[config.mk]
export PLATFORM = sky130hd
export DESIGN_NAME = rcba_ctrl
export DESIGN_NICKNAME = d
export VERILOG_FILES = /design/src/rtl/rcba_pkg.sv /design/src/rtl/rcba_ctrl.sv
export SDC_FILE = /design/constraint.sdc
export NUM_CORES = 1
export LEC_CHECK = 0
export ABC_AREA = 1
export ABC_CLOCK_PERIOD_IN_PS = 800
export BUFFER_PORTS_ARGS = -buffer_cell sky130_fd_sc_hd__buf_2
export CORE_AREA = 2 2 39 41
export CTS_CLUSTER_DIAMETER = 80
export DETAILED_ROUTE_END_ITERATION = 16
export DIE_AREA = 0 0 41 43
export SETUP_SLACK_MARGIN = 0.02
export SLEW_MARGIN = 20
export SYNTH_ARGS = -nofsm -noshare
export SYNTH_HDL_FRONTEND = slang
export SYNTH_SLANG_ARGS = --single-unit
[constraint.sdc]
create_clock -name clk -period 0.8 [get_ports clk]
set_input_delay 0.04 -clock clk [delete_from_list [all_inputs] [get_ports clk]]
set_output_delay 0.04 -clock clk [all_outputs]
set_load 0.02 [all_outputs]
[src/rtl/rcba_pkg.sv]
// rcba_pkg: shared widths, codes, state and handshake types for the
// refcounted block allocator. No dependencies.
`timescale 1ns / 1ps
`default_nettype none

package rcba_pkg;

  localparam int MAX_BLOCKS     = 1024;
  localparam int IDX_W          = 10;
  localparam int NUM_W          = 11;
  localparam int COUNT_BITS_DEF = 16;

  typedef enum logic [1:0] {
    MODE_ALLOC   = 2'd0,
    MODE_ADDREF  = 2'd1,
    MODE_QUERY   = 2'd2,
    MODE_RELEASE = 2'd3
  } mode_t;

  typedef enum logic [1:0] {
    ST_OK     = 2'd0,
    ST_NOFREE = 2'd1,
    ST_REJECT = 2'd2
  } status_t;

  typedef enum logic [1:0] {
    S_CLEAR,
    S_IDLE,
    S_EXEC
  } state_t;

  typedef struct packed {
    logic clearing;
    logic accept;
    logic exec;
  } ctrl_cmd_t;

  typedef struct packed {
    logic clear_last;
  } dp_stat_t;

  // register value clamped into 1 .. MAX_BLOCKS
  function automatic logic [NUM_W-1:0] eff_blocks(input logic [NUM_W-1:0] n);
    logic [NUM_W-1:0] r;
    r = n;
    if (n == '0) begin
      r = NUM_W'(1);
    end else if (n > NUM_W'(MAX_BLOCKS)) begin
      r = NUM_W'(MAX_BLOCKS);
    end
    return r;
  endfunction

endpackage

`default_nettype wire

[src/rtl/rcba_ctrl.sv]
// rcba_ctrl: sequencer for clearing pass, request accept and execute.
// Depends on rcba_pkg.
`timescale 1ns / 1ps
`default_nettype none

module rcba_ctrl
  import rcba_pkg::*;
(
  input  wire logic      clk,
  input  wire logic      rst,
  input  wire logic      start,
  input  wire logic      cfg_we,
  input  wire dp_stat_t  stat,
  output logic           busy,
  output ctrl_cmd_t      cmd
);

  state_t state, state_next;

  always_ff @(posedge clk) begin
    if (rst) begin
      state <= S_CLEAR;
    end else begin
      state <= state_next;
    end
  end

  always_comb begin
    state_next = state;
    unique case (state)
      S_CLEAR: if (stat.clear_last) state_next = S_IDLE;
      S_IDLE:  if (start) state_next = S_EXEC;
      S_EXEC:  state_next = S_IDLE;
      default: state_next = S_CLEAR;
    endcase
    if (cfg_we) begin
      state_next = S_CLEAR;
    end
  end

  always_comb begin
    cmd.clearing = 1'b0;
    cmd.accept   = 1'b0;
    cmd.exec     = 1'b0;
    busy         = 1'b1;
    unique case (state)
      S_CLEAR: cmd.clearing = 1'b1;
      S_IDLE: begin
        busy       = 1'b0;
        cmd.accept = start;
      end
      S_EXEC:  cmd.exec = 1'b1;
      default: busy = 1'b1;
    endcase
  end

endmodule

`default_nettype wire

-- After elaboration in Yosys (flattened, before gate mapping)
Cells that the tools add are included.
- word-level logic and storage cells: 15
- output and inout bits: 4
- register bits after elaboration: 2
- input bits: 5
- equal/unequal tests: 4
- reductions and logical operators: 3
- multiplexer cells: 7
- operators by type and width (kind ; count):
    $pmux 2 s3 ; 1
    $mux 1 ; 4
    $mux 2 ; 2
    $ne 2x2->1 const B ; 2
    $eq 2x1->1 const B ; 1
    $eq 2x2->1 const B ; 1
    $logic_not 2->1 ; 1
    $reduce_and 2->1 ; 1
    $reduce_or 2->1 ; 1

-- Logic depth before layout (Yosys ltp)
- depth after elaboration: 3
- gate-level depth with buffers: 4
- gate-level depth less buffers: 4

-- Worst setup path before layout
No wires, ideal clock.
- kind: register -> register
- start: register state[0]
- end: register state[0]
- arrival: 0.816 ns
- path buffers: 0
- clock period less this slack: 0.927 ns
- stages on the path, launching flop included: 5
- required time: 0.690 ns
- setup time: 0.110 ns
- path slack: -0.127 ns
- cells stage by stage: dfxtp_1 nor2_1 nand2_1 nand2_1 nor2_1
- word-level cells in the longest chain between the ends: 3
- elaborated cells on any way between the ends: 7
- classes of those cells: eq/ne: 4; mux: 1; reduce/logical: 2
- ends and longest elaborated chain (what ; line ; source):
    from (decl) ; rcba_ctrl.sv:18 ; state_t state, state_next;
    from (signal assigned) ; rcba_ctrl.sv:24 ; state <= state_next;
    $eq 2x1->1 or $logic_not 2->1 (tied branches) ; rcba_ctrl.sv:30 ; unique case (state)
    $ne 2x2->1 (no line) ; - ;
    $reduce_and 2->1 (no line) ; - ;
Several ways; a longest one is shown, not always the timed one.
A chain may end at the register's enable or synchronous reset.

==> metrics.csv <==
metric;value;unit
hold_viol;0;
multi_input_area;67.56;um^2
num_vias;121;
worst_ep_arrival_time;0.87;ns
crit_buf_inv;2;
switching_share;23.11;%
num_rows;14;
layout_common_cells;buf_2, nor2_1, clkbuf_4;
antenna_cells;0;
drc;0;
ys_ff_latch;2;
top_register;state;
ys_seq_area_share;38.55;%
violations;setup timing;
grt_max_degree;5;
worst-slew-pin-transition;0.1385;ns
cp_slowest_cell;dfxtp_2;
pwr-share-clk;56.6;%
powerDensity;1752;nW/um^2
skew;0.002479;ns
insertion_delay;0.22;ns
first_pass_iters;4;
max-vdd-ir-drop;0.0002820;V
dieArea;1763;um^2
largest_reg_flops;2;
synth_compound_area_share;7.229;%
status;finished, violations left;
synth_top_family_by_area;simple AND/OR/NAND/NOR gates;
syn-cell-area;103.9;um^2
drive_gt1_share;69.23;%
ioPinCount;9;
rsz0062_at_grt;true;
gp_congestion;0.4379;
synthCells;15;
grtUsageTotal;4.418;%
cts_buffers;3;
cpPeakStageDelay;0.32;ns
io_buffers;8;
top_regs;state x2;
leakagePower;0.1033;nW
numClockSinks;2;
fin_crit;0.9097;ns
p_comb_share;15.2;%
synth_nets;20;
worst_setup_path_end_kind;primary output;
die_w;41;um
worstSetupStartpointType;register;
final_core_util;16.00;%
min-delay-path-class;input port to register;
synthSimpleGateAreaFrac;43.37;%
crit_path_max_fanout;3;
reg2reg_slack;0.11;ns
core-area;1384;um^2
cts_buffer_depth;2;
maxSlewViolCount;0;
yosysUniqueCellTypes;7;
crit_type;register to primary output;
crit_chain;inv_2 -> nand2_4 -> nor2_4 -> buf_6;
via_per_inst;2.881;
root_buffer;clkbuf_4;
grt_pass1_wl;400;um
pwr-share-seq;28.2;%
drt-initial-drc-count;3;
p_int;0.0002983;W
cts_tree;done;
htreeDepth;1;
netSwitchingPower;0.00008965;W
worstPathRequired;0.76;ns
slew_headroom;90.75;%
synthXorXnorAreaFrac;0;%
initial_core_util;7.505;%
wl_per_cell;6.833;um
synth_mux_area_share;0;%
dpl_worst_slack;0.06220;ns
grt_pass1_vias;117;
die_h;43;um
fin_crit_sh;113.7;%
layout.area.seq;42.54;um^2
setup_viol;4;
antenna_found_initial;0;
final_common_cell;buf_2;
synthAdderAreaFrac;0;%
grt.overflow.total;0;
num-fill-cells;160;
wl;287;um
finalWorstSetupSlack;-0.1097;ns
nets;33;
ys_warn_count;0;
clkSlewWorstSetupHoldPaths;0.03;ns
area_delta_synth_final;113.3;%
fmax;1099;MHz
maxCapViolations;0;
ant_nets;0;
syn_avg_cell_area;6.923;um^2
cp_top_family;flip-flops;
## area by class of cell
class	count	share of cell area [%]
clock buffer	3	10.17
inverter	3	5.085
multi-input combinational	10	30.51
sequential	2	19.21
tap	16	9.040
timing repair buffer	8	25.99
## power by group through the flow
| stage | logic [W] | clock network (W) | registers, W |
|---|---|---|---|
| after floorplan | 0.0000280 | 0 | 0.000108 |
| after global placement | 0.0000465 | 0 | 0.000109 |
| after detailed placement | 0.0000473 | 0 | 0.000109 |
| after CTS | 0.0000520 | 0.000238 | 0.000108 |
| after global routing | 0.0000648 | 0.000251 | 0.000110 |
| final | 0.0000590 | 0.000220 | 0.000109 |
## worst paths after layout
check	to	depth (start not counted)	startpoint
worst min register to register	state[1]$_SDFFE_PP0P_	2	state[0]$_SDFFE_PP0P_
worst max register to register	state[0]$_SDFFE_PP0P_	4	state[1]$_SDFFE_PP0P_
worst max-delay path	cmd[1]	4	state[1]$_SDFFE_PP0P_
worst min-delay path	state[0]$_SDFFE_PP0P_	4	rst
## per-stage QoR
step,hold WS (ns),cells,cell area [um^2],power [W],setup TNS [ns]
after floorplan,0.1909,15,108.9,0.0001363,-0.01767
after global placement,0.3037,39,168.9,0.0001552,0
after detailed placement,0.3059,39,168.9,0.0001561,0
after CTS,0.06282,42,205.2,0.0003983,-0.3939
after global routing,0.08468,42,221.5,0.0004251,-0.5239
final,0.07447,42,221.5,0.0003879,-0.3042
## cell usage after synthesis
master / instances / share of area, %
nor2_1: 5 / 18
inv_1: 3 / 11
dfxtp_1: 2 / 39
nand2_1: 2 / 7.2
nand2_2: 1 / 6.0
nor3b_2: 1 / 12
o21a_1: 1 / 7.2
## kinds of logic (layout without fill, tap and decap cells)
kind of cell | Yosys count | count (layout)
buf+inv | 3 | 14
simple gates | 9 | 9
compound gates | 1 | 1
flops | 2 | 2
## layer usage
metal  up-vias  GRT usage, %  share of wire, %  wire [um]
li1         66             -                 -          -
met4         0         6.000                 0          0
met5         -             0                 0          0
met2         9         4.688                44        127
met3         0         4.712                16         47
met1        46         3.537                39        112
## timing repair
item                       4_1_cts  5_1_grt
pin swaps                        1        0
setup endpoints to repair        4        4
buffers inserted                 0        0
hold buffers                     0        0
resized for setup                7        4
## worst min-delay path, stage by stage
cell and delay, ns:
buf_2 0.08, nor2_1 0.04, nand2_1 0.06, nor2_1 0.04
No activity file was read; power rests on OpenSTA's default activity.
